$ cat src/hw/rtl/hsr_pkg.sv
// Shared types, constants and spelling tables of the Hangul syllable romanizer.
package hsr_pkg;

  localparam int unsigned CodeW   = 16;
  localparam int unsigned LetterW = 8;
  localparam int unsigned IdxW    = 5;
  localparam int unsigned OffW    = 14;
  localparam int unsigned QuotW   = 9;
  localparam int unsigned ProdW   = 2 * OffW;

  localparam logic [CodeW-1:0] SylBase = 16'hAC00;
  localparam logic [CodeW-1:0] SylLast = 16'hD7A3;

  // floor(off / 588) == (off * 14267) >> 23 and floor(off / 28) == (off * 9363) >> 18
  // for every offset in the syllable block.
  localparam logic [OffW-1:0] IniRecip  = 14'd14267;
  localparam int unsigned     IniShift  = 23;
  localparam logic [OffW-1:0] QuotRecip = 14'd9363;
  localparam int unsigned     QuotShift = 18;

  localparam logic [OffW-1:0]  PerVowel    = 14'd28;
  localparam logic [QuotW-1:0] VowPerIni   = 9'd21;
  localparam logic [IdxW-1:0]  NumInitials = 5'd19;
  localparam logic [IdxW-1:0]  NumVowels   = 5'd21;
  localparam logic [IdxW-1:0]  RieulIni    = 5'd5;
  localparam logic [IdxW-1:0]  RieulFin    = 5'd8;

  localparam logic [LetterW-1:0] Nul = 8'h00;

  typedef logic [IdxW-1:0]    idx_t;
  typedef logic [LetterW-1:0] letter_t;

  // One decomposed item on its way from the front end to the emitter.
  typedef struct packed {
    logic             is_syl;
    logic [CodeW-1:0] unit;
    idx_t             ini;
    idx_t             vow;
    idx_t             fin;
    logic             use_l;
  } hsr_entry_t;

  // Spellings are left aligned: the first letter sits in the top byte.
  typedef struct packed {
    logic [1:0]             len;
    logic [2*LetterW-1:0]   ch;
  } spell2_t;

  typedef struct packed {
    logic [1:0]             len;
    logic [3*LetterW-1:0]   ch;
  } spell3_t;

  function automatic spell2_t ini_spell(input idx_t ini, input logic use_l);
    spell2_t s;
    s = '{len: 2'd0, ch: '0};
    if (use_l) begin
      s = '{len: 2'd1, ch: {"l", Nul}};
    end else begin
      unique case (ini)
        5'd0:    s = '{len: 2'd1, ch: {"g", Nul}};
        5'd1:    s = '{len: 2'd2, ch: "kk"};
        5'd2:    s = '{len: 2'd1, ch: {"n", Nul}};
        5'd3:    s = '{len: 2'd1, ch: {"d", Nul}};
        5'd4:    s = '{len: 2'd2, ch: "tt"};
        5'd5:    s = '{len: 2'd1, ch: {"r", Nul}};
        5'd6:    s = '{len: 2'd1, ch: {"m", Nul}};
        5'd7:    s = '{len: 2'd1, ch: {"b", Nul}};
        5'd8:    s = '{len: 2'd2, ch: "pp"};
        5'd9:    s = '{len: 2'd1, ch: {"s", Nul}};
        5'd10:   s = '{len: 2'd2, ch: "ss"};
        5'd11:   s = '{len: 2'd0, ch: '0};
        5'd12:   s = '{len: 2'd1, ch: {"j", Nul}};
        5'd13:   s = '{len: 2'd2, ch: "jj"};
        5'd14:   s = '{len: 2'd2, ch: "ch"};
        5'd15:   s = '{len: 2'd1, ch: {"k", Nul}};
        5'd16:   s = '{len: 2'd1, ch: {"t", Nul}};
        5'd17:   s = '{len: 2'd1, ch: {"p", Nul}};
        5'd18:   s = '{len: 2'd1, ch: {"h", Nul}};
        default: s = '{len: 2'd0, ch: '0};
      endcase
    end
    return s;
  endfunction

  function automatic spell3_t vow_spell(input idx_t vow);
    spell3_t s;
    unique case (vow)
      5'd0:    s = '{len: 2'd1, ch: {"a", Nul, Nul}};
      5'd1:    s = '{len: 2'd2, ch: {"ae", Nul}};
      5'd2:    s = '{len: 2'd2, ch: {"ya", Nul}};
      5'd3:    s = '{len: 2'd3, ch: "yae"};
      5'd4:    s = '{len: 2'd2, ch: {"eo", Nul}};
      5'd5:    s = '{len: 2'd1, ch: {"e", Nul, Nul}};
      5'd6:    s = '{len: 2'd3, ch: "yeo"};
      5'd7:    s = '{len: 2'd2, ch: {"ye", Nul}};
      5'd8:    s = '{len: 2'd1, ch: {"o", Nul, Nul}};
      5'd9:    s = '{len: 2'd2, ch: {"wa", Nul}};
      5'd10:   s = '{len: 2'd3, ch: "wae"};
      5'd11:   s = '{len: 2'd2, ch: {"oe", Nul}};
      5'd12:   s = '{len: 2'd2, ch: {"yo", Nul}};
      5'd13:   s = '{len: 2'd1, ch: {"u", Nul, Nul}};
      5'd14:   s = '{len: 2'd2, ch: {"wo", Nul}};
      5'd15:   s = '{len: 2'd2, ch: {"we", Nul}};
      5'd16:   s = '{len: 2'd2, ch: {"wi", Nul}};
      5'd17:   s = '{len: 2'd2, ch: {"yu", Nul}};
      5'd18:   s = '{len: 2'd2, ch: {"eu", Nul}};
      5'd19:   s = '{len: 2'd2, ch: {"ui", Nul}};
      5'd20:   s = '{len: 2'd1, ch: {"i", Nul, Nul}};
      default: s = '{len: 2'd1, ch: {"i", Nul, Nul}};
    endcase
    return s;
  endfunction

  function automatic spell2_t fin_spell(input idx_t fin);
    spell2_t s;
    unique case (fin)
      5'd0:    s = '{len: 2'd0, ch: '0};
      5'd1:    s = '{len: 2'd1, ch: {"k", Nul}};
      5'd2:    s = '{len: 2'd1, ch: {"k", Nul}};
      5'd3:    s = '{len: 2'd2, ch: "ks"};
      5'd4:    s = '{len: 2'd1, ch: {"n", Nul}};
      5'd5:    s = '{len: 2'd2, ch: "nj"};
      5'd6:    s = '{len: 2'd2, ch: "nh"};
      5'd7:    s = '{len: 2'd1, ch: {"t", Nul}};
      5'd8:    s = '{len: 2'd1, ch: {"l", Nul}};
      5'd9:    s = '{len: 2'd2, ch: "lg"};
      5'd10:   s = '{len: 2'd2, ch: "lm"};
      5'd11:   s = '{len: 2'd2, ch: "lb"};
      5'd12:   s = '{len: 2'd2, ch: "ls"};
      5'd13:   s = '{len: 2'd2, ch: "lt"};
      5'd14:   s = '{len: 2'd2, ch: "lp"};
      5'd15:   s = '{len: 2'd2, ch: "lh"};
      5'd16:   s = '{len: 2'd1, ch: {"m", Nul}};
      5'd17:   s = '{len: 2'd1, ch: {"p", Nul}};
      5'd18:   s = '{len: 2'd2, ch: "ps"};
      5'd19:   s = '{len: 2'd1, ch: {"t", Nul}};
      5'd20:   s = '{len: 2'd2, ch: "ss"};
      5'd21:   s = '{len: 2'd2, ch: "ng"};
      5'd22:   s = '{len: 2'd1, ch: {"t", Nul}};
      5'd23:   s = '{len: 2'd1, ch: {"t", Nul}};
      5'd24:   s = '{len: 2'd1, ch: {"k", Nul}};
      5'd25:   s = '{len: 2'd1, ch: {"t", Nul}};
      5'd26:   s = '{len: 2'd1, ch: {"p", Nul}};
      5'd27:   s = '{len: 2'd1, ch: {"h", Nul}};
      default: s = '{len: 2'd0, ch: '0};
    endcase
    return s;
  endfunction

  function automatic letter_t pick2(input logic [2*LetterW-1:0] ch, input logic idx);
    return idx ? ch[LetterW-1:0] : ch[2*LetterW-1:LetterW];
  endfunction

  function automatic letter_t pick3(input logic [3*LetterW-1:0] ch, input logic [1:0] idx);
    letter_t l;
    unique case (idx)
      2'd0:    l = ch[3*LetterW-1:2*LetterW];
      2'd1:    l = ch[2*LetterW-1:LetterW];
      default: l = ch[LetterW-1:0];
    endcase
    return l;
  endfunction

endpackage

$ cat src/hw/rtl/hsr_if.sv
// Valid/ready stream interfaces for the romanizer's input and output channels.
interface hsr_in_if;
  import hsr_pkg::*;

  logic             valid;
  logic             ready;
  logic [CodeW-1:0] code_unit;
  logic             first_of_line;

  modport source (output valid, output code_unit, output first_of_line, input ready);
  modport sink   (input valid, input code_unit, input first_of_line, output ready);
endinterface

interface hsr_out_if;
  import hsr_pkg::*;

  logic             valid;
  logic             ready;
  logic [CodeW-1:0] char_code;
  logic             last_of_run;

  modport source (output valid, output char_code, output last_of_run, input ready);
  modport sink   (input valid, input char_code, input last_of_run, output ready);
endinterface

$ cat src/hw/rtl/hsr_front.sv
// Front end: accepts code units, splits syllables into parts and tracks line context.
module hsr_front (
  input  logic               clk_i,
  input  logic               rst_ni,
  hsr_in_if.sink             in_i,
  output logic               entry_valid_o,
  input  logic               entry_ready_i,
  output hsr_pkg::hsr_entry_t entry_o
);
  import hsr_pkg::*;

  logic [CodeW-1:0] off_full;
  logic [OffW-1:0]  off;
  logic [ProdW-1:0] ini_prod;
  logic [ProdW-1:0] quot_prod;
  logic             in_syl;

  logic             s1_valid_q, s1_valid_d;
  logic [CodeW-1:0] s1_unit_q;
  logic             s1_first_q;
  logic             s1_syl_q;
  logic [OffW-1:0]  s1_off_q;
  idx_t             s1_ini_q;
  logic [QuotW-1:0] s1_quot_q;

  logic             prev_syl_q, prev_syl_d;
  idx_t             prev_fin_q, prev_fin_d;

  logic             push;
  logic [OffW-1:0]  quot28;
  logic [QuotW-1:0] ini21;
  idx_t             fin;
  idx_t             vow;
  logic             eff_syl;
  idx_t             eff_fin;

  // Stage 1: range check and the two reciprocal multiplications.
  assign off_full  = in_i.code_unit - SylBase;
  assign off       = off_full[OffW-1:0];
  assign in_syl    = (in_i.code_unit >= SylBase) && (in_i.code_unit <= SylLast);
  assign ini_prod  = ProdW'(off) * ProdW'(IniRecip);
  assign quot_prod = ProdW'(off) * ProdW'(QuotRecip);

  assign in_i.ready = !s1_valid_q || entry_ready_i;

  always_comb begin
    s1_valid_d = s1_valid_q;
    if (in_i.ready) begin
      s1_valid_d = in_i.valid;
    end
  end

  always_ff @(posedge clk_i or negedge rst_ni) begin
    if (!rst_ni) begin
      s1_valid_q <= 1'b0;
    end else begin
      s1_valid_q <= s1_valid_d;
    end
  end

  always_ff @(posedge clk_i) begin
    if (in_i.valid && in_i.ready) begin
      s1_unit_q  <= in_i.code_unit;
      s1_first_q <= in_i.first_of_line;
      s1_syl_q   <= in_syl;
      s1_off_q   <= off;
      s1_ini_q   <= ini_prod[IniShift +: IdxW];
      s1_quot_q  <= quot_prod[QuotShift +: QuotW];
    end
  end

  // Stage 2: remainders, rieul context and transfer into the queue.
  assign quot28 = OffW'(s1_quot_q) * PerVowel;
  assign ini21  = QuotW'(s1_ini_q) * VowPerIni;
  assign fin    = IdxW'(s1_off_q - quot28);
  assign vow    = IdxW'(s1_quot_q - ini21);

  assign eff_syl = !s1_first_q && prev_syl_q;
  assign eff_fin = s1_first_q ? '0 : prev_fin_q;

  assign push          = s1_valid_q && entry_ready_i;
  assign entry_valid_o = s1_valid_q;

  always_comb begin
    entry_o.is_syl = s1_syl_q;
    entry_o.unit   = s1_unit_q;
    entry_o.ini    = s1_ini_q;
    entry_o.vow    = vow;
    entry_o.fin    = fin;
    entry_o.use_l  = s1_syl_q && (s1_ini_q == RieulIni) && eff_syl && (eff_fin == RieulFin);
  end

  always_comb begin
    prev_syl_d = prev_syl_q;
    prev_fin_d = prev_fin_q;
    if (push) begin
      prev_syl_d = s1_syl_q;
      prev_fin_d = s1_syl_q ? fin : '0;
    end
  end

  always_ff @(posedge clk_i or negedge rst_ni) begin
    if (!rst_ni) begin
      prev_syl_q <= 1'b0;
      prev_fin_q <= '0;
    end else begin
      prev_syl_q <= prev_syl_d;
      prev_fin_q <= prev_fin_d;
    end
  end

  a_stage_holds: assert property (@(posedge clk_i) disable iff (!rst_ni)
    s1_valid_q && !entry_ready_i |=> s1_valid_q && $stable(s1_unit_q))
    else $error("front stage lost or changed an item while stalled");

  a_parts_in_range: assert property (@(posedge clk_i) disable iff (!rst_ni)
    entry_valid_o && entry_o.is_syl |-> (entry_o.ini < NumInitials) && (entry_o.vow < NumVowels))
    else $error("syllable split gave an out-of-range part");

endmodule

$ cat src/hw/rtl/hsr_queue.sv
// Short first-in first-out queue of decomposed items between front end and emitter.
module hsr_queue #(
  parameter int unsigned Depth = 4
) (
  input  logic                clk_i,
  input  logic                rst_ni,
  input  logic                push_valid_i,
  output logic                push_ready_o,
  input  hsr_pkg::hsr_entry_t push_entry_i,
  output logic                pop_valid_o,
  input  logic                pop_ready_i,
  output hsr_pkg::hsr_entry_t pop_entry_o
);
  import hsr_pkg::*;

  localparam int unsigned PtrW = (Depth > 1) ? $clog2(Depth) : 1;
  localparam int unsigned CntW = $clog2(Depth + 1);

  hsr_entry_t      mem_q [Depth];
  logic [PtrW-1:0] wr_ptr_q, wr_ptr_d;
  logic [PtrW-1:0] rd_ptr_q, rd_ptr_d;
  logic [CntW-1:0] count_q, count_d;
  logic            push;
  logic            pop;

  assign push_ready_o = (count_q != CntW'(Depth));
  assign pop_valid_o  = (count_q != '0);
  assign push         = push_valid_i && push_ready_o;
  assign pop          = pop_valid_o && pop_ready_i;
  assign pop_entry_o  = mem_q[rd_ptr_q];

  always_comb begin
    wr_ptr_d = wr_ptr_q;
    rd_ptr_d = rd_ptr_q;
    count_d  = count_q;
    if (push) begin
      wr_ptr_d = (wr_ptr_q == PtrW'(Depth - 1)) ? '0 : wr_ptr_q + 1'b1;
    end
    if (pop) begin
      rd_ptr_d = (rd_ptr_q == PtrW'(Depth - 1)) ? '0 : rd_ptr_q + 1'b1;
    end
    unique case ({push, pop})
      2'b10:   count_d = count_q + 1'b1;
      2'b01:   count_d = count_q - 1'b1;
      default: count_d = count_q;
    endcase
  end

  always_ff @(posedge clk_i or negedge rst_ni) begin
    if (!rst_ni) begin
      wr_ptr_q <= '0;
      rd_ptr_q <= '0;
      count_q  <= '0;
    end else begin
      wr_ptr_q <= wr_ptr_d;
      rd_ptr_q <= rd_ptr_d;
      count_q  <= count_d;
    end
  end

  always_ff @(posedge clk_i) begin
    if (push) begin
      mem_q[wr_ptr_q] <= push_entry_i;
    end
  end

  a_count_bounded: assert property (@(posedge clk_i) disable iff (!rst_ni)
    count_q <= CntW'(Depth))
    else $error("queue fill count overran its depth");

endmodule

$ cat src/hw/rtl/hsr_back.sv
// Back end: walks the letters of each queued item and drives the output register.
module hsr_back (
  input  logic                clk_i,
  input  logic                rst_ni,
  input  logic                entry_valid_i,
  output logic                entry_ready_o,
  input  hsr_pkg::hsr_entry_t entry_i,
  hsr_out_if.source           out_o
);
  import hsr_pkg::*;

  typedef enum logic [2:0] {
    PhIni = 3'b001,
    PhVow = 3'b010,
    PhFin = 3'b100
  } phase_e;

  phase_e           phase_q, phase_d, cur_phase;
  logic [1:0]       idx_q, idx_d;
  spell2_t          ini_s;
  spell3_t          vow_s;
  spell2_t          fin_s;
  letter_t          letter;
  logic [1:0]       cur_len;
  logic             part_end;
  logic             last;
  logic             out_free;
  logic             emit;

  logic             out_valid_q, out_valid_d;
  logic [CodeW-1:0] out_char_q;
  logic             out_last_q;

  assign ini_s = ini_spell(entry_i.ini, entry_i.use_l);
  assign vow_s = vow_spell(entry_i.vow);
  assign fin_s = fin_spell(entry_i.fin);

  // A silent initial is skipped straight into the vowel.
  assign cur_phase = ((phase_q == PhIni) && (ini_s.len == 2'd0)) ? PhVow : phase_q;

  always_comb begin
    unique case (cur_phase)
      PhIni: begin
        letter  = pick2(ini_s.ch, idx_q[0]);
        cur_len = ini_s.len;
      end
      PhVow: begin
        letter  = pick3(vow_s.ch, idx_q);
        cur_len = vow_s.len;
      end
      PhFin: begin
        letter  = pick2(fin_s.ch, idx_q[0]);
        cur_len = fin_s.len;
      end
      default: begin
        letter  = '0;
        cur_len = 2'd1;
      end
    endcase
  end

  assign part_end = (idx_q == cur_len - 2'd1);
  assign last     = !entry_i.is_syl ||
                    (part_end && ((cur_phase == PhFin) ||
                                  ((cur_phase == PhVow) && (fin_s.len == 2'd0))));

  assign out_free      = !out_valid_q || out_o.ready;
  assign emit          = entry_valid_i && out_free;
  assign entry_ready_o = emit && last;

  always_comb begin
    phase_d = phase_q;
    idx_d   = idx_q;
    if (emit) begin
      if (last) begin
        phase_d = PhIni;
        idx_d   = '0;
      end else if (part_end) begin
        phase_d = (cur_phase == PhIni) ? PhVow : PhFin;
        idx_d   = '0;
      end else begin
        phase_d = cur_phase;
        idx_d   = idx_q + 2'd1;
      end
    end
  end

  always_comb begin
    out_valid_d = out_valid_q;
    if (emit) begin
      out_valid_d = 1'b1;
    end else if (out_o.ready) begin
      out_valid_d = 1'b0;
    end
  end

  always_ff @(posedge clk_i or negedge rst_ni) begin
    if (!rst_ni) begin
      phase_q     <= PhIni;
      idx_q       <= '0;
      out_valid_q <= 1'b0;
    end else begin
      phase_q     <= phase_d;
      idx_q       <= idx_d;
      out_valid_q <= out_valid_d;
    end
  end

  always_ff @(posedge clk_i) begin
    if (emit) begin
      out_char_q <= entry_i.is_syl ? {{(CodeW - LetterW){1'b0}}, letter} : entry_i.unit;
      out_last_q <= last;
    end
  end

  assign out_o.valid       = out_valid_q;
  assign out_o.char_code   = out_char_q;
  assign out_o.last_of_run = out_last_q;

  a_mid_run_is_letter: assert property (@(posedge clk_i) disable iff (!rst_ni)
    out_valid_q && !out_last_q |-> out_char_q[CodeW-1:LetterW] == '0)
    else $error("non-final character of a run is not a romanized letter");

  a_head_held_mid_run: assert property (@(posedge clk_i) disable iff (!rst_ni)
    (phase_q != PhIni) || (idx_q != 2'd0) |-> entry_valid_i)
    else $error("queue head vanished while its letters were being emitted");

endmodule

$ cat src/hw/rtl/hangul_syllable_romanizer_core.sv
// Top level of the Hangul syllable romanizer: front end, item queue and letter emitter.
//
//   channel  modport  direction  payload                      moves on
//   in_i     sink     into core  code_unit, first_of_line      valid & ready
//   out_o    source   out of it  char_code, last_of_run        valid & ready
//
// An input transfer is split in the front end (reciprocal multiply, then remainders and
// rieul context) and lands in a QueueDepth-entry queue. The emitter sends one character
// per cycle while the output is ready: one for a passed-through unit, one to seven for
// a syllable, so the output register sets the sustained rate. On an idle core an input
// passes stage 1, the queue and the output register before its first character is valid.
// Reset clears the line context, the queue and the output register; payload holds.
// Either side may stall freely: the queue and the output register absorb it.
module hangul_syllable_romanizer_core #(
  parameter int unsigned QueueDepth = 4
) (
  input  logic       clk_i,
  input  logic       rst_ni,
  hsr_in_if.sink     in_i,
  hsr_out_if.source  out_o
);
  import hsr_pkg::*;

  // Front end to queue.
  logic       fq_valid;
  logic       fq_ready;
  hsr_entry_t fq_entry;

  // Queue to emitter.
  logic       qb_valid;
  logic       qb_ready;
  hsr_entry_t qb_entry;

  // Classify, split and resolve the rieul spelling; advance only when the queue has room.
  hsr_front u_front (
    .clk_i         (clk_i),
    .rst_ni        (rst_ni),
    .in_i          (in_i),
    .entry_valid_o (fq_valid),
    .entry_ready_i (fq_ready),
    .entry_o       (fq_entry)
  );

  // Decouple the front end from a slow or stalled emitter.
  hsr_queue #(
    .Depth (QueueDepth)
  ) u_queue (
    .clk_i        (clk_i),
    .rst_ni       (rst_ni),
    .push_valid_i (fq_valid),
    .push_ready_o (fq_ready),
    .push_entry_i (fq_entry),
    .pop_valid_o  (qb_valid),
    .pop_ready_i  (qb_ready),
    .pop_entry_o  (qb_entry)
  );

  // Emit letters one per transfer; drop the queue head after its last character.
  hsr_back u_back (
    .clk_i         (clk_i),
    .rst_ni        (rst_ni),
    .entry_valid_i (qb_valid),
    .entry_ready_o (qb_ready),
    .entry_i       (qb_entry),
    .out_o         (out_o)
  );

endmodule
$ cat src/flat_wrapper.sv
// flat-port wrapper written by rule: the top's interface ports become plain ports
module hangul_syllable_romanizer_core_flat import hsr_pkg::*;
#(
  parameter int unsigned QueueDepth = 4
)
  (clk_i, rst_ni, in_i_valid, in_i_code_unit, in_i_first_of_line, in_i_ready, out_o_valid, out_o_char_code, out_o_last_of_run, out_o_ready);
  hsr_in_if in_i_i ();
  hsr_out_if out_o_i ();
  input  logic clk_i;
  input  logic rst_ni;
  input wire logic [$bits(in_i_i.valid)-1:0] in_i_valid;
  input wire logic [$bits(in_i_i.code_unit)-1:0] in_i_code_unit;
  input wire logic [$bits(in_i_i.first_of_line)-1:0] in_i_first_of_line;
  output wire logic [$bits(in_i_i.ready)-1:0] in_i_ready;
  output wire logic [$bits(out_o_i.valid)-1:0] out_o_valid;
  output wire logic [$bits(out_o_i.char_code)-1:0] out_o_char_code;
  output wire logic [$bits(out_o_i.last_of_run)-1:0] out_o_last_of_run;
  input wire logic [$bits(out_o_i.ready)-1:0] out_o_ready;
  assign in_i_i.valid = in_i_valid;
  assign in_i_i.code_unit = in_i_code_unit;
  assign in_i_i.first_of_line = in_i_first_of_line;
  assign in_i_ready = in_i_i.ready;
  assign out_o_valid = out_o_i.valid;
  assign out_o_char_code = out_o_i.char_code;
  assign out_o_last_of_run = out_o_i.last_of_run;
  assign out_o_i.ready = out_o_ready;
  hangul_syllable_romanizer_core #(.QueueDepth(QueueDepth)) u_core (.clk_i(clk_i), .rst_ni(rst_ni), .in_i(in_i_i), .out_o(out_o_i));
endmodule
$ cat config.mk
export PLATFORM = sky130hd
export DESIGN_NAME = hangul_syllable_romanizer_core_flat
export DESIGN_NICKNAME = d
export VERILOG_FILES = /design/src/hw/rtl/hsr_pkg.sv /design/src/hw/rtl/hsr_if.sv /design/src/hw/rtl/hsr_front.sv /design/src/hw/rtl/hsr_queue.sv /design/src/hw/rtl/hsr_back.sv /design/src/hw/rtl/hangul_syllable_romanizer_core.sv /design/src/flat_wrapper.sv
export SDC_FILE = /design/constraint.sdc
export NUM_CORES = 1
export LEC_CHECK = 0
export ABC_CLOCK_PERIOD_IN_PS = 5850
export BUFFER_PORTS_ARGS = -buffer_cell sky130_fd_sc_hd__clkbuf_2
export CAP_MARGIN = 20
export CORE_ASPECT_RATIO = 1.75
export CORE_UTILIZATION = 30
export DETAILED_ROUTE_END_ITERATION = 8
export SKIP_CTS_REPAIR_TIMING = 1
export SLEW_MARGIN = 20
export SYNTH_ARGS = -nofsm -noshare
export SYNTH_HDL_FRONTEND = slang
export SYNTH_SLANG_ARGS = --single-unit
$ cat constraint.sdc
create_clock -name clk_i -period 5.85 [get_ports clk_i]
set_clock_uncertainty 0.2 [all_clocks]
set_input_delay 0.8775 -clock clk_i [delete_from_list [all_inputs] [get_ports clk_i]]
set_output_delay 0.8775 -clock clk_i [all_outputs]
set_load 0.01 [all_outputs]
==> results.yml, run 1 <==
cts:
  cts_made_buffers: 17
  path_clk_slew_ns: 0.08
  insertion_delay_ns: 0.45
  cts_tree: "built"
  clock-sinks: 189
  htreeDepth: 4
  clock-root-buffer: "clkbuf_16"
  cts_buffer_depth: 2
logic_synthesis:
  synth_edf_count: 169
  netlist_instances: 1274
  synth_ff_type: "edfxtp_1"
  syn_nets: 1646
  synth-seq-area-share_pct: 35.9
  ys_ff_latch: 189
  async_reset_ff_share_pct: 10.6
  synth.yosys.warnings: 0
  synth_area_um2: 15500
  synthDistinctLibCells: 77
  avgSynthCellArea_um2: 12.2
drt:
  wl_mm: 35.8
  drc: 0
  drt_iter0_markers: 545
  met3WireLength_um: 706
  antenna_left: 0
  wl_met2_mm: 20.2
  highest_layer: "met4"
  vias: 10024
  routedWlPerCell_um: 17.0
  drt-met1-wl_mm: 13.8
  viasPerCell: 4.78
  drt_first_pass_iters: 5
timing:
  timing.final.crit_share_pct: 98.8
  finalHoldWorstSlack_ns: 0.214
  fmax_mhz: 173
  hold_violations: 0
  setup_viol: 0
  finalCriticalPeriod_ns: 5.78
  rsz0062_at_grt: "yes"
  worst_pin_slew_ns: 0.791
  finalMaxSlewViolations: 0
  relSlewSlack_pct: 47.3
global_routing:
  grt_pass1_vias: 10883
  antenna_found_initial: 0
  grt_start_max_net_pins: 32
  track_usage_pct: 14.2
  grt_pass1_wl_mm: 57.5
  overflow: 0
setup_path:
  critPathKind: "in -> reg"
  critPathLaunchType: "input pin"
  worst_ep_required_time_ns: 5.85
  end_kind: "register"
  worst_ep_arrival_time_ns: 5.77
  rrSetupSlack_ns: 0.91
  cp_max_fo: 4
die:
  die_h_um: 303
  design.core.area_um2: 50700
  core.rowCount: 109
  dieArea_um2: 52700
  fp.dieW_um: 174
  start_util_pct: 30.6
  io_pins: 40
place:
  io_buffers: 39
  hpwl_mm: 29.6
  gp_congestion: 0.912
final_layout:
  diodes: 0
  drive_gt1_share_pct: 20.1
  nNetsFinal: 1792
  syn_to_final_growth_pct: 17.8
  layout_commonest_cell: "inv_1"
  most-common-layout-cells: "inv_1, ha_1, edfxtp_1, fa_1, buf_4"
job:
  max_cap_violations: 0
hold_path:
  hp-class: "in -> async"
outcome:
  status: "finished clean"
synth_stat cells, types with 7 or more instances:
cell        n  area (um2)
a21o_1     17         128
nand2b_1   12        75.1
a21oi_1    38         190
edfxtp_1  169        5070
o21ai_0    33         165
o211ai_1   13        97.6
nand3_1    21         105
a211oi_1   10        75.1
clkbuf_1   20        75.1
mux4_2     32         721
mux2i_1    15         150
and3_1      8        50.1
nor3_1     15        75.1
xnor2_1    31         272
ha_1      224        2800
inv_1     230         863
nor2_1     37         139
o221ai_1    7        61.3
o22ai_1    10        62.6
fa_1      127        2540
or2_2       8        50.1
nor2b_1    18         113
xor2_1     12         105
nand2_1    45         169
dfrtp_1    19         475
cell families after synthesis:
logic type               after synthesis  share of synthesized area [%]
AND/OR/NAND/NOR                      188                           6.14
multiplexers                          48                           5.68
buffers and inverters                263                           6.50
XOR/XNOR                              43                           2.43
AO/OA/AOI/OAI                        192                           8.86
adder cells (fa/ha/maj)              351                           34.4
flip-flops                           189                           35.9
cell type report:
type	instances	area [um2]
clock buffers	17	425
repair buffers	157	1170
flip-flops and latches	189	5580
fillers	5023	32500
clock inverters	15	200
well taps	666	833
inverters	233	895
multi-input cells	822	9180
stage by stage:
step / cells / util (%) / cell area (um2) / setup TNS (ns) / setup WS, ns
4_1_cts: 2094 / 35.7 / 18100 / 0 / 0.0117
3_5_place_dp: 2062 / 34.5 / 17500 / -1.84 / -0.453
6_report: 2099 / 36.0 / 18300 / 0 / 0.0729
3_3_place_gp: 2062 / 34.5 / 17500 / -1.40 / -0.358
2_1_floorplan: 1274 / - / 15700 / 0 / 0.00525
5_1_grt: 2099 / 36.0 / 18300 / -0.0624 / -0.0512
sequential cells by signal (all words and copies together) (netlist names), 2 cells and up:
name	flops
u_core.u_front.s1_quot_q	5
u_core.u_front.prev_fin_q	5
u_core.u_queue.mem_q	124
u_core.u_queue.count_q	3
u_core.u_front.s1_unit_q	16
u_core.u_back.phase_q	3
u_core.u_queue.wr_ptr_q	2
u_core.u_back.out_o.char_code	16
u_core.u_queue.rd_ptr_q	2
u_core.u_back.idx_q	2
u_core.u_front.s1_ini_q	5
path summary, 6_finish.rpt:
| kind | startpoint | end | cells past startpoint |
|---|---|---|---|
| hold / removal | rst_ni | u_core.u_queue.rd_ptr_q[0] | 1 |
| setup / recovery | in_i_code_unit[6] | u_core.u_front.s1_ini_q[3] | 22 |
| min in group clk_i | u_core.u_front.prev_syl_q | u_core.u_front.prev_syl_q | 2 |
| hold reg to reg | u_core.u_front.prev_syl_q | u_core.u_front.prev_syl_q | 2 |
| setup reg to reg | u_core.u_queue.rd_ptr_q[0] | u_core.u_queue.count_q[2] | 18 |
| max in group asynchronous | rst_ni | u_core.u_queue.rd_ptr_q[0] | 1 |
critical path, stage by stage:
cell      delay, ns
buf_2          0.14
buf_6          0.14
ha_4           0.26
inv_1          0.05
fa_1           0.49
inv_1          0.06
fa_1           0.51
inv_1          0.06
fa_1           0.48
fa_1           0.55
inv_1          0.05
fa_1           0.40
ha_1           0.19
a21o_1         0.18
a21oi_2        0.10
o21ai_1        0.07
a21o_1         0.19
a221oi_2       0.28
o31a_1         0.20
a21o_1         0.17
a21oi_2        0.06
a311o_1        0.27
metal layers:
metal / track usage (%) / vias up
li1: - / 4766
met1: 15.1 / 5030
met2: 28.0 / 174
met3: 1.19 / 54
met4: 6.31 / 0
met5: 0 / -
Power of run 1 is left out: the tool's default activity adds up to more than one toggle a clock period on the data nets, which glitch-free logic cannot reach.
==> inputs of run 2 (changes only) <==
==> constraint.sdc (replaced) <==
create_clock -name clk_i -period 5.85 [get_ports clk_i]
set_clock_uncertainty 0.2 [all_clocks]
set_input_delay 1.4625 -clock clk_i [delete_from_list [all_inputs] [get_ports clk_i]]
set_output_delay 1.4625 -clock clk_i [all_outputs]
set_load 0.01 [all_outputs]
==> run 2 against run 1 <==
The flow now finishes with violations (negative setup slack). Utilization increased by 1.1 points. Register-to-register slack lost 0.31 ns. Via count rose by 2.4%. Routed wire length increased by 6.4%. Hold slack improved by 0.057 ns. First-iteration DRC count rose by 9.5%. Maximum frequency fell by 9.0%. Sequential cell count is the same. Worst setup slack got worse by 0.57 ns. Critical endpoint unchanged. Largest cell class unchanged. Highest routed layer unchanged.
==> results.yml, run 2 (synthesis results as in run 1) <==
outcome:
  violations: "negative setup slack"
  status: "finished with violations"
global_routing:
  overflow: 0
  grt_start_max_net_pins: 32
  grt_pass1_wl_mm: 59.4
  antenna_found_initial: 0
  grt_pass1_vias: 10983
  track_usage_pct: 14.7
final_layout:
  most-common-layout-cells: "inv_1, ha_1, edfxtp_1, buf_4, fa_1"
  diodes: 0
  seq_area_um2: 5580
  largest_register_ffs: 124
  finalInstanceArea_um2: 18800
  nNetsFinal: 1827
  multiInputGateArea_um2: 9480
  drive_gt1_share_pct: 24.3
  layout_commonest_cell: "inv_1"
  top_register: "u_core.u_queue.mem_q"
  filler_cell_count: 4996
  syn_to_final_growth_pct: 21.4
timing:
  setup_viol: 5
  finalCriticalPeriod_ns: 6.35
  rsz0062_at_grt: "yes"
  fmax_mhz: 158
  relSlewSlack_pct: 49.5
  timing.final.crit_share_pct: 109
  hold_violations: 0
  fin_ws_ns: -0.498
  worst_pin_slew_ns: 0.758
  finalMaxSlewViolations: 0
cts:
  cts_tree: "built"
  insertion_delay_ns: 0.43
  cts_buffer_depth: 2
  clock-root-buffer: "clkbuf_16"
  clock-sinks: 189
  htreeDepth: 4
  cts_made_buffers: 17
  path_clk_slew_ns: 0.07
setup_path:
  worst_ep_required_time_ns: 5.83
  critPathKind: "in -> reg"
  worst_ep_arrival_time_ns: 6.33
  ff2ff_path_depth: 16
  worstReg2RegEnd: "u_core.u_queue.count_q[2]"
  timing.rr.start: "u_core.u_queue.rd_ptr_q[0]"
  rrSetupSlack_ns: 0.60
  cp_max_fo: 5
  end_kind: "register"
  critPathLaunchType: "input pin"
die:
  io_pins: 40
  fp.dieW_um: 174
  dieArea_um2: 52700
  start_util_pct: 30.6
  core.rowCount: 109
  design.core.area_um2: 50700
  die_h_um: 303
drt:
  antenna_left: 0
  wl_mm: 38.1
  drt_first_pass_iters: 5
  drc: 0
  drt_iter0_markers: 597
  viasPerCell: 4.81
  vias: 10261
  routedWlPerCell_um: 17.8
place:
  hpwl_mm: 31.0
  gp_congestion: 0.933
  placed_area_um2: 17800
  io_buffers: 39
hold_path:
  holdPathEnd: "u_core.u_front.prev_fin_q[1]"
  hold_path_startpoint: "u_core.u_front.prev_fin_q[1]"
  hold_depth: 2
  hp-class: "reg -> reg"
job:
  max_cap_violations: 0
[run 2: cell types whose count changed in the layout (fill, tap and decap cells not counted), sizes merged]
cell,change
bufinv,+2
clkbuf,-2
buf,+42
inv,-4
clkinvlp,-1
clkinv,-2
[run 2: per-stage QoR]
step	hold slack, ns	utilization (%)	cells	setup TNS [ns]	worst slack, ns
floorplan	0.238	-	1274	-2.03	-0.576
global placement	0.251	35.0	2088	-7.35	-1.06
detailed placement	0.256	35.0	2088	-8.07	-1.11
CTS	0.274	36.2	2120	-3.69	-0.667
global route	0.290	37.1	2134	-2.87	-0.641
finish	0.272	37.1	2134	-2.06	-0.498
[run 2: critical path, stage by stage]
cell and delay [ns]:
buf_12 0.11, buf_4 0.14, ha_1 0.27, inv_1 0.06
fa_1 0.50, fa_1 0.56, inv_1 0.06, fa_1 0.54
inv_2 0.04, fa_1 0.47, fa_1 0.52, inv_2 0.05
ha_4 0.26, nor2_2 0.04, nor3_2 0.22, a221oi_4 0.11
o31a_1 0.29, a21o_1 0.21, and2_4 0.15, a311o_1 0.26
[run 2: worst max-delay path by stage]
stage                       startpoint                    endpoint  slack, ns
floorplan           in_i_code_unit[10]  u_core.u_front.s1_ini_q[3]      -0.58
global placement     in_i_code_unit[5]  u_core.u_front.s1_ini_q[3]      -1.06
detailed placement   in_i_code_unit[6]  u_core.u_front.s1_ini_q[3]      -1.11
CTS                  in_i_code_unit[5]  u_core.u_front.s1_ini_q[3]      -0.67
global route         in_i_code_unit[8]  u_core.u_front.s1_ini_q[3]      -0.64
finish               in_i_code_unit[8]  u_core.u_front.s1_ini_q[3]      -0.50
[run 2: layout make-up]
| cell class | instances | share of cell area [%] |
|---|---|---|
| multi-input combinational | 822 | 50.3 |
| sequential | 189 | 29.6 |
| timing repair buffer | 192 | 7.77 |
| inverter | 233 | 4.79 |
| tap | 666 | 4.42 |
| clock buffer | 22 | 2.41 |
| clock inverter | 10 | 0.678 |
[run 2: per-layer routing]
metal	wire length [um]	vias up	track usage, %
met4	1450	0	6.73
li1	-	4828	-
met1	14100	5183	15.3
met5	0	-	0
met3	676	64	1.38
met2	21800	186	29.4
Power of run 2 is left out for the same reason.
==> inputs of run 3 (changes only) <==
- ABC_AREA: unset -> 1
==> run 3 against run 2 <==
The run still ends with negative setup slack left. Clock-buffer cell count is 5 lower. Worst setup slack improved by 0.33 ns. Maximum frequency rose by 5.5%. Critical endpoint is now u_core.u_front.s1_ini_q[2]. Largest cell class unchanged.
==> results.yml, run 3 <==
logic_synthesis:
  yosysMostFrequentCell: "inv_1"
  synth_ff_type: "edfxtp_1"
  synthMuxAreaShare_pct: 0
  synth_xor_area_share_pct: 2.17
  synthDistinctLibCells: 62
  synth-seq-area-share_pct: 35.5
  async_reset_ff_share_pct: 10.6
  synth_common_cells: "inv_1, ha_1, nand2_1, edfxtp_1, fa_1"
  synth_top_area_share_pct: 32.3
  yosysTopAreaCell: "edfxtp_1"
  synth_edf_count: 169
  ys_ff_latch: 189
  synth.yosys.warnings: 0
  synth_area_um2: 15700
  netlist_instances: 1534
  synth_fa_ha_area_share_pct: 34.0
  syn_nets: 1906
  synth.area.top_cells: "edfxtp_1, ha_1, fa_1"
  synth_top_family_by_area: "adder cells"
  avgSynthCellArea_um2: 10.2
  synthSimpleGateAreaFrac_pct: 11.9
  synth_compound_area_share_pct: 8.36
final_layout:
  layout_commonest_cell: "inv_1"
  seq_area_um2: 5580
  most-common-layout-cells: "inv_1, nand2_1, ha_1, edfxtp_1, buf_4"
  nNetsFinal: 2086
  top_register: "u_core.u_queue.mem_q"
  diodes: 0
  multiInputGateArea_um2: 9560
  drive_gt1_share_pct: 22.0
  syn_to_final_growth_pct: 21.7
  filler_cell_count: 5073
  largest_register_ffs: 124
setup_path:
  end_kind: "register"
  worst_ep_required_time_ns: 5.83
  critPathLaunchType: "input pin"
  crit_start: "in_i_code_unit[6]"
  cp_max_fo: 4
  worst_ep_arrival_time_ns: 5.99
  timing.rr.start: "u_core.u_queue.rd_ptr_q[0]"
  critPathKind: "in -> reg"
global_routing:
  grt_pass1_wl_mm: 63.0
  track_usage_pct: 15.3
  grt_pass1_vias: 12241
  overflow: 0
  grt_start_max_net_pins: 36
  antenna_found_initial: 0
job:
  max_cap_violations: 0
hold_path:
  hp-class: "reg -> reg"
  hold_path_startpoint: "u_core.u_front.prev_fin_q[3]"
drt:
  wl_mm: 39.5
  antenna_left: 0
  routedWlPerCell_um: 16.5
  vias: 11363
  drc: 0
  viasPerCell: 4.74
  drt_first_pass_iters: 5
  drt_iter0_markers: 588
die:
  die_h_um: 305
  start_util_pct: 30.4
  core.rowCount: 110
  dieArea_um2: 53300
  fp.dieW_um: 175
  io_pins: 40
  design.core.area_um2: 51600
timing:
  setup_viol: 5
  rsz0062_at_grt: "yes"
  timing.final.crit_share_pct: 103
  hold_violations: 0
  fin_ws_ns: -0.169
  relSlewSlack_pct: 53.8
  worst_pin_slew_ns: 0.688
  finalMaxSlewViolations: 0
  fmax_mhz: 166
  finalCriticalPeriod_ns: 6.02
  finalHoldWorstSlack_ns: 0.294
outcome:
  violations: "negative setup slack"
  status: "finished with violations"
place:
  gp_congestion: 0.923
  hpwl_mm: 32.6
  io_buffers: 39
cts:
  clock-sinks: 189
  insertion_delay_ns: 0.43
  cts_tree: "built"
  path_clk_slew_ns: 0.07
  htreeDepth: 4
  clock-root-buffer: "clkbuf_16"
  cts_made_buffers: 17
  cts_buffer_depth: 2
[run 3: cell types whose count changed in the layout (fill, tap and decap cells not counted), moves of 18 or more]
| cell | previous run | this run |
|---|---|---|
| nand2_1 | 44 | 197 |
| inv_1 | 215 | 268 |
| o21ai_0 | 28 | 73 |
| nand3_1 | 20 | 59 |
| mux4_2 | 32 | 0 |
| nor2_1 | 36 | 68 |
| nand2_2 | 1 | 25 |
| a21oi_1 | 31 | 52 |
| nor2b_1 | 18 | 0 |
[run 3: logic make-up after synthesis]
family	after synthesis
AO/OA/AOI/OAI	221
XOR/XNOR	39
adder cells (fa/ha/maj)	351
buffers and inverters	320
flip-flops	189
AND/OR/NAND/NOR	414
[run 3: worst max-delay path, stage by stage]
cell	delay (ns)
buf_12	0.09
clkinvlp_4	0.08
buf_4	0.14
fa_1	0.50
fa_1	0.57
inv_1	0.06
fa_1	0.49
inv_1	0.05
fa_1	0.50
inv_2	0.05
fa_1	0.57
ha_4	0.23
ha_4	0.21
buf_4	0.14
a21oi_2	0.13
o221ai_2	0.10
nand2_1	0.09
nand3_2	0.15
buf_4	0.18
a21oi_2	0.12
xnor2_1	0.08
[run 3: worst paths after layout]
check / slack (ns) / end / cells past startpoint
min in group asynchronous: 0.81 / u_core.u_back.out_o.valid / 1
max: -0.17 / u_core.u_front.s1_ini_q[2] / 21
min reg2reg: 0.29 / u_core.u_front.prev_fin_q[3] / 2
max in group asynchronous: 4.23 / u_core.u_queue.rd_ptr_q[0] / 1
max reg2reg: 0.93 / u_core.u_queue.count_q[2] / 25
min: 0.29 / u_core.u_front.prev_fin_q[3] / 2
[run 3: layout make-up]
cell class	count	share of cell area (%)
inverter	291	5.84
clock inverter	14	0.812
clock buffer	17	2.23
sequential	189	29.2
multi-input combinational	1025	50.0
timing repair buffer	190	7.53
tap	672	4.40
[run 3: per-stage QoR]
| step | setup TNS [ns] | std cells | utilization [%] | instance area [um2] | setup slack (ns) |
|---|---|---|---|---|---|
| after floorplan | -0.747 | 1534 | - | 16100 | -0.220 |
| after global placement | -7.04 | 2356 | 34.9 | 18000 | -0.885 |
| after detailed placement | -7.46 | 2356 | 34.9 | 18000 | -0.858 |
| after CTS | -2.97 | 2387 | 36.1 | 18600 | -0.404 |
| after global routing | -1.49 | 2398 | 37.0 | 19100 | -0.330 |
| final | -0.618 | 2398 | 37.0 | 19100 | -0.169 |
[run 3: layer usage]
layer	GRT usage, %	part of all wire [%]	vias to the layer above
met2	31.1	58	219
met1	15.0	35	5591
li1	-	-	5466
met4	7.66	4.8	0
met3	1.21	1.9	87
met5	0	0	-
Power of run 3 is left out for the same reason.
